## src/rtl/cfc_pkg.sv

```systemverilog
package cfc_pkg;

  // Frame geometry
  localparam int unsigned FRAME_LEN = 24;
  localparam int unsigned ACC_W     = 32;
  localparam int unsigned CNT_W     = 6;
  localparam int unsigned FRAME_W   = 24;
  localparam int unsigned MAG_W     = 20;
  localparam int unsigned TIME_W    = 32;

  // Configuration port
  localparam int unsigned CFG_IDX_W  = 8;
  localparam int unsigned CFG_DATA_W = 24;

  localparam logic [CFG_IDX_W-1:0] REG_FRAME_GAP = 8'd0;
  localparam logic [CFG_IDX_W-1:0] REG_TIMEOUT   = 8'd1;
  localparam logic [CFG_IDX_W-1:0] REG_MAX_MAG   = 8'd2;
  localparam logic [CFG_IDX_W-1:0] REG_TERM_SEL  = 8'd3;

  localparam logic [15:0] RST_FRAME_GAP = 16'd2000;
  localparam logic [23:0] RST_TIMEOUT   = 24'd300000;
  localparam logic [19:0] RST_MAX_MAG   = 20'd60000;
  localparam logic [1:0]  RST_TERM_SEL  = 2'd0;

  localparam logic [1:0] TERM_ENTER = 2'd1;
  localparam logic [1:0] TERM_TAB   = 2'd2;

  // Result status codes
  localparam logic [1:0] STAT_CHAR     = 2'd0;
  localparam logic [1:0] STAT_NO_FRAME = 2'd1;
  localparam logic [1:0] STAT_STALE    = 2'd2;

  // Frame bit positions
  localparam int unsigned SIGN_BIT = 20;
  localparam int unsigned UNIT_BIT = 23;

  typedef struct packed {
    logic [15:0] frame_gap;
    logic [23:0] timeout;
    logic [19:0] max_mag;
    logic [1:0]  term_sel;
  } cfg_t;

  typedef enum logic [1:0] {
    JOB_FORMAT,
    JOB_NO_FRAME,
    JOB_STALE
  } job_kind_e;

  typedef struct packed {
    job_kind_e            kind;
    logic [FRAME_W-1:0]   frame;
  } job_t;

endpackage

```

## src/rtl/cfc_front.sv

```systemverilog
module cfc_front
  import cfc_pkg::*;
(
  input  logic        clk_i,
  input  logic        rst_ni,
  input  cfg_t        cfg_i,
  input  logic        in_valid_i,
  output logic        in_ready_o,
  input  logic        cmd_i,
  input  logic        data_bit_i,
  input  logic [TIME_W-1:0] now_i,
  input  logic        q_full_i,
  output logic        push_o,
  output job_t        push_job_o
);

  logic [ACC_W-1:0]   accum_q, accum_d;
  logic [CNT_W-1:0]   count_q, count_d;
  logic [TIME_W-1:0]  last_edge_q, last_edge_d;
  logic [FRAME_W-1:0] held_frame_q, held_frame_d;
  logic               held_valid_q, held_valid_d;
  logic [TIME_W-1:0]  held_time_q, held_time_d;

  logic               accept;
  logic [TIME_W-1:0]  gap;
  logic [TIME_W-1:0]  age;
  logic               close;
  logic               plausible;
  logic [ACC_W-1:0]   acc_base;
  logic [CNT_W-1:0]   cnt_base;

  assign in_ready_o = !q_full_i;
  assign accept     = in_valid_i && in_ready_o;

  assign gap       = now_i - last_edge_q;
  assign age       = now_i - held_time_q;
  assign close     = gap > {16'd0, cfg_i.frame_gap};
  assign plausible = (accum_q[22:21] == 2'b00) && (accum_q[MAG_W-1:0] <= cfg_i.max_mag);
  assign acc_base  = close ? '0 : accum_q;
  assign cnt_base  = close ? '0 : count_q;

  always_comb begin
    accum_d      = accum_q;
    count_d      = count_q;
    last_edge_d  = last_edge_q;
    held_frame_d = held_frame_q;
    held_valid_d = held_valid_q;
    held_time_d  = held_time_q;
    push_o       = 1'b0;
    push_job_o.kind  = JOB_FORMAT;
    push_job_o.frame = held_frame_q;

    if (accept && !cmd_i) begin
      last_edge_d = now_i;
      if (close && (count_q >= CNT_W'(FRAME_LEN)) && plausible) begin
        held_frame_d = accum_q[FRAME_W-1:0];
        held_valid_d = 1'b1;
        held_time_d  = now_i;
      end
      accum_d = acc_base;
      count_d = cnt_base;
      // The accumulator saturates: bits past the last position are dropped.
      if (cnt_base < CNT_W'(ACC_W)) begin
        accum_d = acc_base | ({{(ACC_W-1){1'b0}}, data_bit_i} << cnt_base[CNT_W-2:0]);
        count_d = cnt_base + 1'b1;
      end
    end

    if (accept && cmd_i) begin
      push_o = 1'b1;
      if (!held_valid_q) begin
        push_job_o.kind = JOB_NO_FRAME;
      end else if (age > {8'd0, cfg_i.timeout}) begin
        push_job_o.kind = JOB_STALE;
      end
    end
  end

  always_ff @(posedge clk_i or negedge rst_ni) begin
    if (!rst_ni) begin
      accum_q      <= '0;
      count_q      <= '0;
      last_edge_q  <= '0;
      held_frame_q <= '0;
      held_valid_q <= 1'b0;
      held_time_q  <= '0;
    end else begin
      accum_q      <= accum_d;
      count_q      <= count_d;
      last_edge_q  <= last_edge_d;
      held_frame_q <= held_frame_d;
      held_valid_q <= held_valid_d;
      held_time_q  <= held_time_d;
    end
  end

endmodule

```

## src/rtl/cfc_queue.sv

```systemverilog
module cfc_queue
  import cfc_pkg::*;
(
  input  logic clk_i,
  input  logic rst_ni,
  input  logic push_i,
  input  job_t push_job_i,
  output logic full_o,
  input  logic pop_i,
  output job_t pop_job_o,
  output logic empty_o
);

  job_t       mem_q [2];
  logic       wr_ptr_q, wr_ptr_d;
  logic       rd_ptr_q, rd_ptr_d;
  logic [1:0] count_q, count_d;
  logic       do_push, do_pop;

  assign full_o    = (count_q == 2'd2);
  assign empty_o   = (count_q == 2'd0);
  assign do_push   = push_i && !full_o;
  assign do_pop    = pop_i && !empty_o;
  assign pop_job_o = mem_q[rd_ptr_q];

  always_comb begin
    wr_ptr_d = wr_ptr_q;
    rd_ptr_d = rd_ptr_q;
    count_d  = count_q;
    if (do_push) begin
      wr_ptr_d = !wr_ptr_q;
    end
    if (do_pop) begin
      rd_ptr_d = !rd_ptr_q;
    end
    case ({do_push, do_pop})
      2'b10:   count_d = count_q + 2'd1;
      2'b01:   count_d = count_q - 2'd1;
      default: count_d = count_q;
    endcase
  end

  always_ff @(posedge clk_i) begin
    if (do_push) begin
      mem_q[wr_ptr_q] <= push_job_i;
    end
  end

  always_ff @(posedge clk_i or negedge rst_ni) begin
    if (!rst_ni) begin
      wr_ptr_q <= 1'b0;
      rd_ptr_q <= 1'b0;
      count_q  <= 2'd0;
    end else begin
      wr_ptr_q <= wr_ptr_d;
      rd_ptr_q <= rd_ptr_d;
      count_q  <= count_d;
    end
  end

endmodule

```

## src/rtl/cfc_back.sv

```systemverilog
module cfc_back
  import cfc_pkg::*;
(
  input  logic       clk_i,
  input  logic       rst_ni,
  input  cfg_t       cfg_i,
  input  logic       q_empty_i,
  input  job_t       q_job_i,
  output logic       pop_o,
  output logic       out_valid_o,
  input  logic       out_ready_i,
  output logic [7:0] out_char_o,
  output logic [1:0] out_status_o,
  output logic       out_last_o
);

  typedef enum logic [1:0] {
    ST_IDLE,
    ST_DIV,
    ST_BCD,
    ST_EMIT
  } state_e;

  typedef enum logic [2:0] {
    PH_SIGN,
    PH_INT,
    PH_DOT,
    PH_FRAC,
    PH_TERM,
    PH_ERR
  } phase_e;

  localparam logic [11:0] DIV_MM   = 12'd100;
  localparam logic [11:0] DIV_INCH = 12'd2000;
  // Reciprocals 2^27/100 and 2^31/2000, rounded up; exact for every 20-bit magnitude.
  localparam logic [20:0] RECIP_MM   = 21'd1342178;
  localparam logic [20:0] RECIP_INCH = 21'd1073742;
  localparam logic [4:0]  DIV_STEPS = 5'd2;
  localparam logic [4:0]  BCD_STEPS = 5'd14;
  localparam logic [7:0]  CH_ZERO  = 8'h30;
  localparam logic [7:0]  CH_MINUS = 8'h2D;
  localparam logic [7:0]  CH_DOT   = 8'h2E;
  localparam logic [7:0]  CH_ENTER = 8'd10;
  localparam logic [7:0]  CH_TAB   = 8'd9;

  state_e            state_q;
  phase_e            phase_q;
  logic [4:0]        step_q;
  logic [2:0]        idx_q;
  logic              inch_q;
  logic              neg_q;
  logic [1:0]        err_q;
  logic [MAG_W-1:0]  mag_q;
  logic [10:0]       rem_q;
  logic [13:0]       ibin_q, fbin_q;
  logic [4:0][3:0]   ibcd_q, fbcd_q;

  logic              out_valid_q;
  logic [7:0]        out_char_q;
  logic [1:0]        out_status_q;
  logic              out_last_q;

  logic [11:0]       divisor;
  logic [20:0]       recip;
  logic [40:0]       prod;
  logic [13:0]       quot;
  logic [25:0]       qprod;
  logic [19:0]       rem_full;
  logic [4:0][3:0]   iadj, fadj;
  logic [2:0]        top_idx;
  logic              out_free;
  logic              emit_go;
  logic              term_en;
  logic [7:0]        emit_char;
  logic [1:0]        emit_status;
  logic              emit_last;
  logic [FRAME_W-1:0] jf;

  // Add-3 correction of every BCD digit before the shift.
  function automatic logic [4:0][3:0] dabble(input logic [4:0][3:0] b);
    logic [4:0][3:0] r;
    for (int i = 0; i < 5; i++) begin
      r[i] = (b[i] >= 4'd5) ? b[i] + 4'd3 : b[i];
    end
    return r;
  endfunction

  assign jf       = q_job_i.frame;
  assign pop_o    = (state_q == ST_IDLE) && !q_empty_i;
  assign divisor  = inch_q ? DIV_INCH : DIV_MM;
  assign recip    = inch_q ? RECIP_INCH : RECIP_MM;
  assign prod     = {21'd0, mag_q} * {20'd0, recip};
  assign quot     = inch_q ? {4'd0, prod[40:31]} : prod[40:27];
  assign qprod    = {12'd0, ibin_q} * {14'd0, divisor};
  assign rem_full = mag_q - qprod[19:0];
  assign iadj     = dabble(ibcd_q);
  assign fadj     = dabble(fbcd_q);
  assign out_free = !out_valid_q || out_ready_i;
  assign emit_go  = (state_q == ST_EMIT) && !((phase_q == PH_INT) && (idx_q == 3'd7)) &&
                    out_free;
  assign term_en  = (cfg_i.term_sel == TERM_ENTER) || (cfg_i.term_sel == TERM_TAB);

  always_comb begin
    if (ibcd_q[4] != 4'd0) begin
      top_idx = 3'd4;
    end else if (ibcd_q[3] != 4'd0) begin
      top_idx = 3'd3;
    end else if (ibcd_q[2] != 4'd0) begin
      top_idx = 3'd2;
    end else if (ibcd_q[1] != 4'd0) begin
      top_idx = 3'd1;
    end else begin
      top_idx = 3'd0;
    end
  end

  always_comb begin
    emit_status = STAT_CHAR;
    emit_last   = 1'b0;
    case (phase_q)
      PH_SIGN: emit_char = CH_MINUS;
      PH_INT:  emit_char = CH_ZERO + {4'd0, ibcd_q[idx_q]};
      PH_DOT:  emit_char = CH_DOT;
      PH_FRAC: begin
        emit_char = CH_ZERO + {4'd0, fbcd_q[idx_q]};
        emit_last = (idx_q == 3'd0) && !term_en;
      end
      PH_TERM: begin
        emit_char = (cfg_i.term_sel == TERM_TAB) ? CH_TAB : CH_ENTER;
        emit_last = 1'b1;
      end
      PH_ERR: begin
        emit_char   = 8'd0;
        emit_status = err_q;
        emit_last   = 1'b1;
      end
      default: emit_char = 8'd0;
    endcase
  end

  always_ff @(posedge clk_i or negedge rst_ni) begin
    if (!rst_ni) begin
      state_q     <= ST_IDLE;
      phase_q     <= PH_ERR;
      step_q      <= '0;
      idx_q       <= '0;
      out_valid_q <= 1'b0;
    end else begin
      if (out_valid_q && out_ready_i && !emit_go) begin
        out_valid_q <= 1'b0;
      end
      case (state_q)
        ST_IDLE: begin
          if (!q_empty_i) begin
            inch_q <= jf[UNIT_BIT];
            neg_q  <= jf[SIGN_BIT] && (jf[MAG_W-1:0] != '0);
            mag_q  <= jf[MAG_W-1:0];
            rem_q  <= '0;
            step_q <= DIV_STEPS;
            case (q_job_i.kind)
              JOB_NO_FRAME: begin
                err_q   <= STAT_NO_FRAME;
                phase_q <= PH_ERR;
                state_q <= ST_EMIT;
              end
              JOB_STALE: begin
                err_q   <= STAT_STALE;
                phase_q <= PH_ERR;
                state_q <= ST_EMIT;
              end
              default: state_q <= ST_DIV;
            endcase
          end
        end
        ST_DIV: begin
          // Quotient by reciprocal multiply; remainder in the next cycle.
          if (step_q == DIV_STEPS) begin
            ibin_q <= quot;
          end else begin
            rem_q   <= rem_full[10:0];
            state_q <= ST_BCD;
          end
          step_q <= step_q - 5'd1;
        end
        ST_BCD: begin
          if (step_q == 5'd0) begin
            fbin_q <= inch_q ? ({1'b0, rem_q, 2'b00} + {3'b000, rem_q}) : {3'b000, rem_q};
            ibcd_q <= '0;
            fbcd_q <= '0;
            step_q <= BCD_STEPS;
          end else begin
            ibcd_q <= 20'({iadj, ibin_q[13]});
            fbcd_q <= 20'({fadj, fbin_q[13]});
            ibin_q <= {ibin_q[12:0], 1'b0};
            fbin_q <= {fbin_q[12:0], 1'b0};
            step_q <= step_q - 5'd1;
            if (step_q == 5'd1) begin
              state_q <= ST_EMIT;
              phase_q <= neg_q ? PH_SIGN : PH_INT;
            end
          end
        end
        ST_EMIT: begin
          if ((phase_q == PH_INT) && (idx_q == 3'd7)) begin
            idx_q <= top_idx;
          end else if (out_free) begin
            out_valid_q  <= 1'b1;
            out_char_q   <= emit_char;
            out_status_q <= emit_status;
            out_last_q   <= emit_last;
            if (emit_last) begin
              state_q <= ST_IDLE;
            end
            case (phase_q)
              PH_SIGN: phase_q <= PH_INT;
              PH_INT: begin
                if (idx_q == 3'd0) begin
                  phase_q <= PH_DOT;
                end else begin
                  idx_q <= idx_q - 3'd1;
                end
              end
              PH_DOT: begin
                phase_q <= PH_FRAC;
                idx_q   <= inch_q ? 3'd3 : 3'd1;
              end
              PH_FRAC: begin
                if (idx_q != 3'd0) begin
                  idx_q <= idx_q - 3'd1;
                end else if (term_en) begin
                  phase_q <= PH_TERM;
                end
              end
              default: phase_q <= PH_ERR;
            endcase
            if (emit_last) begin
              idx_q <= 3'd7;
            end
          end
        end
        default: state_q <= ST_IDLE;
      endcase
      // Marks the integer digit index as not yet set for the next reading.
      if ((state_q == ST_IDLE) && !q_empty_i) begin
        idx_q <= 3'd7;
      end
    end
  end

  assign out_valid_o  = out_valid_q;
  assign out_char_o   = out_char_q;
  assign out_status_o = out_status_q;
  assign out_last_o   = out_last_q;

endmodule

```

## src/rtl/caliper_frame_capture_and_format.sv

```systemverilog
// Clock edge beats yield no result; one beat per cycle is accepted while the two-entry
// request queue has room.
// A type request is queued, popped when the back end is idle, divided by a reciprocal
// multiply and converted to BCD; an optional minus sign, its digits, point and optional
// terminator follow in order while the output accepts them; no new request is popped
// before the last character is registered. Errors (no frame, stale) skip both steps.
// Reset clears all capture state and the queue and loads the register defaults.
module caliper_frame_capture_and_format
  import cfc_pkg::*;
(
  input  logic                  clk_i,
  input  logic                  rst_ni,
  input  logic                  s_axis_tvalid_i,
  output logic                  s_axis_tready_o,
  input  logic [39:0]           s_axis_tdata_i,   // data_bit [0], now_us [32:1], zero [39:33]
  input  logic                  s_axis_tuser_i,   // cmd [0]
  output logic                  m_axis_tvalid_o,
  input  logic                  m_axis_tready_i,
  output logic [7:0]            m_axis_tdata_o,   // char_code [7:0]
  output logic [1:0]            m_axis_tuser_o,   // status [1:0]
  output logic                  m_axis_tlast_o,
  input  logic                  cfg_valid_i,
  output logic                  cfg_ready_o,
  input  logic [CFG_IDX_W-1:0]  cfg_index_i,
  input  logic [CFG_DATA_W-1:0] cfg_data_i
);

  cfg_t cfg_q;
  logic push, q_full, q_empty, pop;
  job_t push_job, pop_job;

  assign cfg_ready_o = 1'b1;

  always_ff @(posedge clk_i or negedge rst_ni) begin
    if (!rst_ni) begin
      cfg_q.frame_gap <= RST_FRAME_GAP;
      cfg_q.timeout   <= RST_TIMEOUT;
      cfg_q.max_mag   <= RST_MAX_MAG;
      cfg_q.term_sel  <= RST_TERM_SEL;
    end else if (cfg_valid_i) begin
      case (cfg_index_i)
        REG_FRAME_GAP: cfg_q.frame_gap <= cfg_data_i[15:0];
        REG_TIMEOUT:   cfg_q.timeout   <= cfg_data_i[23:0];
        REG_MAX_MAG:   cfg_q.max_mag   <= cfg_data_i[19:0];
        REG_TERM_SEL:  cfg_q.term_sel  <= cfg_data_i[1:0];
        default:       cfg_q <= cfg_q;
      endcase
    end
  end

  cfc_front u_front (
    .clk_i      (clk_i),
    .rst_ni     (rst_ni),
    .cfg_i      (cfg_q),
    .in_valid_i (s_axis_tvalid_i),
    .in_ready_o (s_axis_tready_o),
    .cmd_i      (s_axis_tuser_i),
    .data_bit_i (s_axis_tdata_i[0]),
    .now_i      (s_axis_tdata_i[32:1]),
    .q_full_i   (q_full),
    .push_o     (push),
    .push_job_o (push_job)
  );

  cfc_queue u_queue (
    .clk_i      (clk_i),
    .rst_ni     (rst_ni),
    .push_i     (push),
    .push_job_i (push_job),
    .full_o     (q_full),
    .pop_i      (pop),
    .pop_job_o  (pop_job),
    .empty_o    (q_empty)
  );

  cfc_back u_back (
    .clk_i        (clk_i),
    .rst_ni       (rst_ni),
    .cfg_i        (cfg_q),
    .q_empty_i    (q_empty),
    .q_job_i      (pop_job),
    .pop_o        (pop),
    .out_valid_o  (m_axis_tvalid_o),
    .out_ready_i  (m_axis_tready_i),
    .out_char_o   (m_axis_tdata_o),
    .out_status_o (m_axis_tuser_o),
    .out_last_o   (m_axis_tlast_o)
  );

endmodule

```

## config.mk

```make
export PLATFORM = sky130hd
export DESIGN_NAME = caliper_frame_capture_and_format
export DESIGN_NICKNAME = d
export VERILOG_FILES = /design/src/rtl/cfc_pkg.sv /design/src/rtl/cfc_front.sv /design/src/rtl/cfc_queue.sv /design/src/rtl/cfc_back.sv /design/src/rtl/caliper_frame_capture_and_format.sv
export SDC_FILE = /design/constraint.sdc
export NUM_CORES = 1
export LEC_CHECK = 0
export BUFFER_PORTS_ARGS = -buffer_cell sky130_fd_sc_hd__buf_2
export CORE_ASPECT_RATIO = 0.9
export CORE_MARGIN = 2
export CORE_UTILIZATION = 30
export DETAILED_ROUTE_END_ITERATION = 12
export GPL_ROUTABILITY_DRIVEN = 1
export GPL_TIMING_DRIVEN = 0
export PLACE_DENSITY = 0.52
export SETUP_SLACK_MARGIN = 0.02
export SYNTH_ARGS = -nofsm -noshare
export SYNTH_HDL_FRONTEND = slang
export SYNTH_SLANG_ARGS = --single-unit
```

## constraint.sdc

```tcl
create_clock -name clk_i -period 18.35 [get_ports clk_i]
set_input_delay 0.9175 -clock clk_i [delete_from_list [all_inputs] [get_ports clk_i]]
set_output_delay 0.9175 -clock clk_i [all_outputs]
set_load 0.02 [all_outputs]
```

==> impl_metrics.env <==
export IMPL_io_buffers=81
export IMPL_cp_arrival_ns=10.57
export IMPL_die_area_sq_um=105000
export IMPL_drtPass1Iterations=5
export IMPL_yosys_top_cells_area="ha_1, edfxtp_1, dfrtp_1, fa_1, inv_1"
export IMPL_wl_met1_microns=36300
export IMPL_via_per_inst=4.76
export IMPL_fmax_ghz=0.0969
export IMPL_cap_violations=0
export IMPL_multi_input_area_sq_um=18900
export IMPL_vias=22000
export IMPL_syn_inst=3090
export IMPL_synthMuxAreaShare=0.0551
export IMPL_synth_edff_count=160
export IMPL_utilization=0.339
export IMPL_fin_nets=3920
export IMPL_dieHeight_microns=308
export IMPL_grt_max_degree=76
export IMPL_drc=0
export IMPL_tightest_slew_ns=1.21
export IMPL_post_cts_buffers=0
export IMPL_cts_sinks=357
export IMPL_cts_tree="built"
export IMPL_hold_viol=0
export IMPL_n_fill_cell=10400
export IMPL_syn2layout_area_growth_pct=12.1
export IMPL_yosys_area_share_simple=0.109
export IMPL_die_x_microns=342
export IMPL_yosys_area_share_xor_xnor=0.0304
export IMPL_layout_commonest_cell="inv_1"
export IMPL_ys_seq_area_frac=0.317
export IMPL_route_met2_wl_microns=35700
export IMPL_grt_pass1_vias=22200
export IMPL_synth_warnings=0
export IMPL_clk_pin_slew_ns=0.06
export IMPL_synth_top_area_cell="ha_1"
export IMPL_syn_cell_area_sq_um=30800
export IMPL_synth_compound_area_frac=0.120
export IMPL_finalClockSkew_ns=0.0340
export IMPL_crit_path_max_fanout=10
export IMPL_ys_types=82
export IMPL_overflow=0
export IMPL_wirelength_microns=76300
export IMPL_start_util=0.303
export IMPL_ant_nets=0
export IMPL_synth_top_area_share=0.168
export IMPL_grt_antenna_before_repair=3
export IMPL_design_area_sq_um=34500
export IMPL_slowest_stage="a311oi_1"
export IMPL_relSlewSlack=0.185
export IMPL_wl_met3_microns=2900
export IMPL_hp_class="in2async"
export IMPL_finalSetupTns_ns=0
export IMPL_slew_viol_final=0
export IMPL_setup_worst_path_class="reg2reg"
export IMPL_rsz0062_at_grt="false"
export IMPL_synth_top_family_by_area="adder cells"
export IMPL_cts_repair_resized=0
export IMPL_syn_avg_cell_area_sq_um=9.97
export IMPL_clk_path_buf_depth=3
export IMPL_grt_pass1_wl_microns=123000
export IMPL_period_share=0.562
export IMPL_h_tree_depth=2
export IMPL_regArea_sq_um=9760
export IMPL_drive_gt1_frac=0.102
export IMPL_critPathMaxStageDelay_ns=1.03
export IMPL_core_sq_um=102000
export IMPL_wl_per_cell_microns=16.5
export IMPL_synthAdderAreaFrac=0.295
export IMPL_ys_ff_latch=357
export IMPL_num_rows=111
export IMPL_drtIter0Drc=1093
export IMPL_finalSetupViolations=0
export IMPL_final_cell_mix="inv_1, ha_1, nand2_1, fa_1, nor2_1"
export IMPL_synth_async_reset_ratio=0.552
export IMPL_cts_hold_buffers=0
export IMPL_period_needed_ns=10.32
export IMPL_synth_flop_cell="dfrtp_1"
export IMPL_run_status="complete, no violations"
export IMPL_routabilityCongestion=0.875
export IMPL_worstPathRequired_ns=18.60
export IMPL_critPathLaunchType="flip-flop"
export IMPL_io_pins=92
export IMPL_clockRootBuffer="clkbuf_16"
export IMPL_dpl_cell_area_sq_um=33200
export IMPL_end_kind="flip-flop"
export IMPL_numCtsBuffers=40
export IMPL_num_antenna_cells=0
export IMPL_hpwl_microns=62000
export IMPL_dr_max_layer_used="met5"
export IMPL_clkLatencyLatePin_ns=0.57
export IMPL_grtUsageTotal=0.147
## registers in the layout, indices dropped and copies added, names as in the netlist, 3 cells and up
name                  count
cfg_q                    62
u_queue.mem_q            48
u_front.held_time_q      32
u_front.last_edge_q      32
u_front.accum_q          24
u_front.held_frame_q     22
u_back.fbcd_q            20
u_back.ibcd_q            20
u_back.mag_q             20
u_back.fbin_q            14
u_back.ibin_q            14
u_back.rem_q             11
u_back.out_char_o         6
u_front.count_q           6
u_back.step_q             5
u_back.idx_q              3
u_back.phase_q            3
## worst paths after layout
path | from | end | slack (ns) | cells past startpoint
worst max-delay path | u_back.inch_q$_DFFE_PP_ | u_back.ibin_q[11]$_DFFE_PP_ | 8.03 | 28
worst min-delay path | rst_ni | u_front.held_time_q[31]$_DFFE_PN0P_ | 0.28 | 1
worst max register to register | u_back.inch_q$_DFFE_PP_ | u_back.ibin_q[11]$_DFFE_PP_ | 8.03 | 28
worst min register to register | u_front.held_frame_q[1]$_DFFE_PN0P_ | u_queue.mem_q[0][1]$_DFFE_PP_ | 0.47 | 0
max in group asynchronous | rst_ni | u_back.phase_q[0]$_DFFE_PN1P_ | 16.94 | 3
min in group clk_i | u_front.held_frame_q[1]$_DFFE_PN0P_ | u_queue.mem_q[0][1]$_DFFE_PP_ | 0.47 | 0
## cell usage after synthesis, types with 11 or more instances
cell type  count
fa_1         195
nor4_1        16
edfxtp_1     160
nor2_1       188
o211ai_1      15
buf_1         11
and2_1        25
xnor2_1       71
inv_1        506
a22o_1        11
xor2_1        36
a211oi_1      18
mux2i_1       24
o31ai_1       11
dfrtp_1      174
or2_2         13
nand2b_1      39
mux2_4        49
nand2_1      212
a31oi_1       15
nor3_1        48
a21oi_1      175
o21bai_1      11
or3_1         13
and3_1        18
o21a_1        20
o21ai_0      182
a21o_1        43
ha_1         414
clkbuf_1      53
dfstp_2       23
nor2b_1       28
nand3_1       44
mux2_2        56
nand4_1       30
## critical path, delay by kind of cell, from the launching register on
family	cells	cell delay, ns
XOR/XNOR	1	0.18
adder cells (fa/ha/maj)	8	3.55
flip-flops	1	0.55
AND/OR/NAND/NOR	3	0.63
buffers and inverters	9	2.41
AO/OA/AOI/OAI	7	2.68
## routing by layer
metal | up-vias | GRT usage
met2 | 346 | 0.248
met1 | 10700 | 0.200
met3 | 81 | 0.0186
met4 | 2 | 0.0299
li1 | 10800 | -
met5 | - | 0
## final cells by class
type,instances,area share
clock buffers,57,0.0341
plain buffers,77,0.0101
flip-flops and latches,357,0.283
clock inverters,17,0.00533
multi-input cells,2161,0.546
inverters,507,0.0551
repair buffers,89,0.0174
well taps,1356,0.0491
## cells by family (layout without fill, tap and decap cells)
logic type,count (synthesis),in the layout
other cells,2,14
compound gates,595,595
simple gates,703,703
buf+inv,584,747
xor+xnor,107,107
flops,357,357
fa+ha+maj,609,609
mux,133,133
## through the flow
step	hold slack [ns]	cells	worst slack, ns
3_5_place_dp	0.461	4547	8.13
6_report	0.280	4621	8.03
2_1_floorplan	0.438	3102	10.80
3_3_place_gp	0.453	4539	8.03
4_1_cts	0.275	4621	8.07
5_1_grt	0.295	4621	7.45
Power is not shown: default switching activity piles up to over one toggle a cycle in this logic, so the estimate is an artifact.
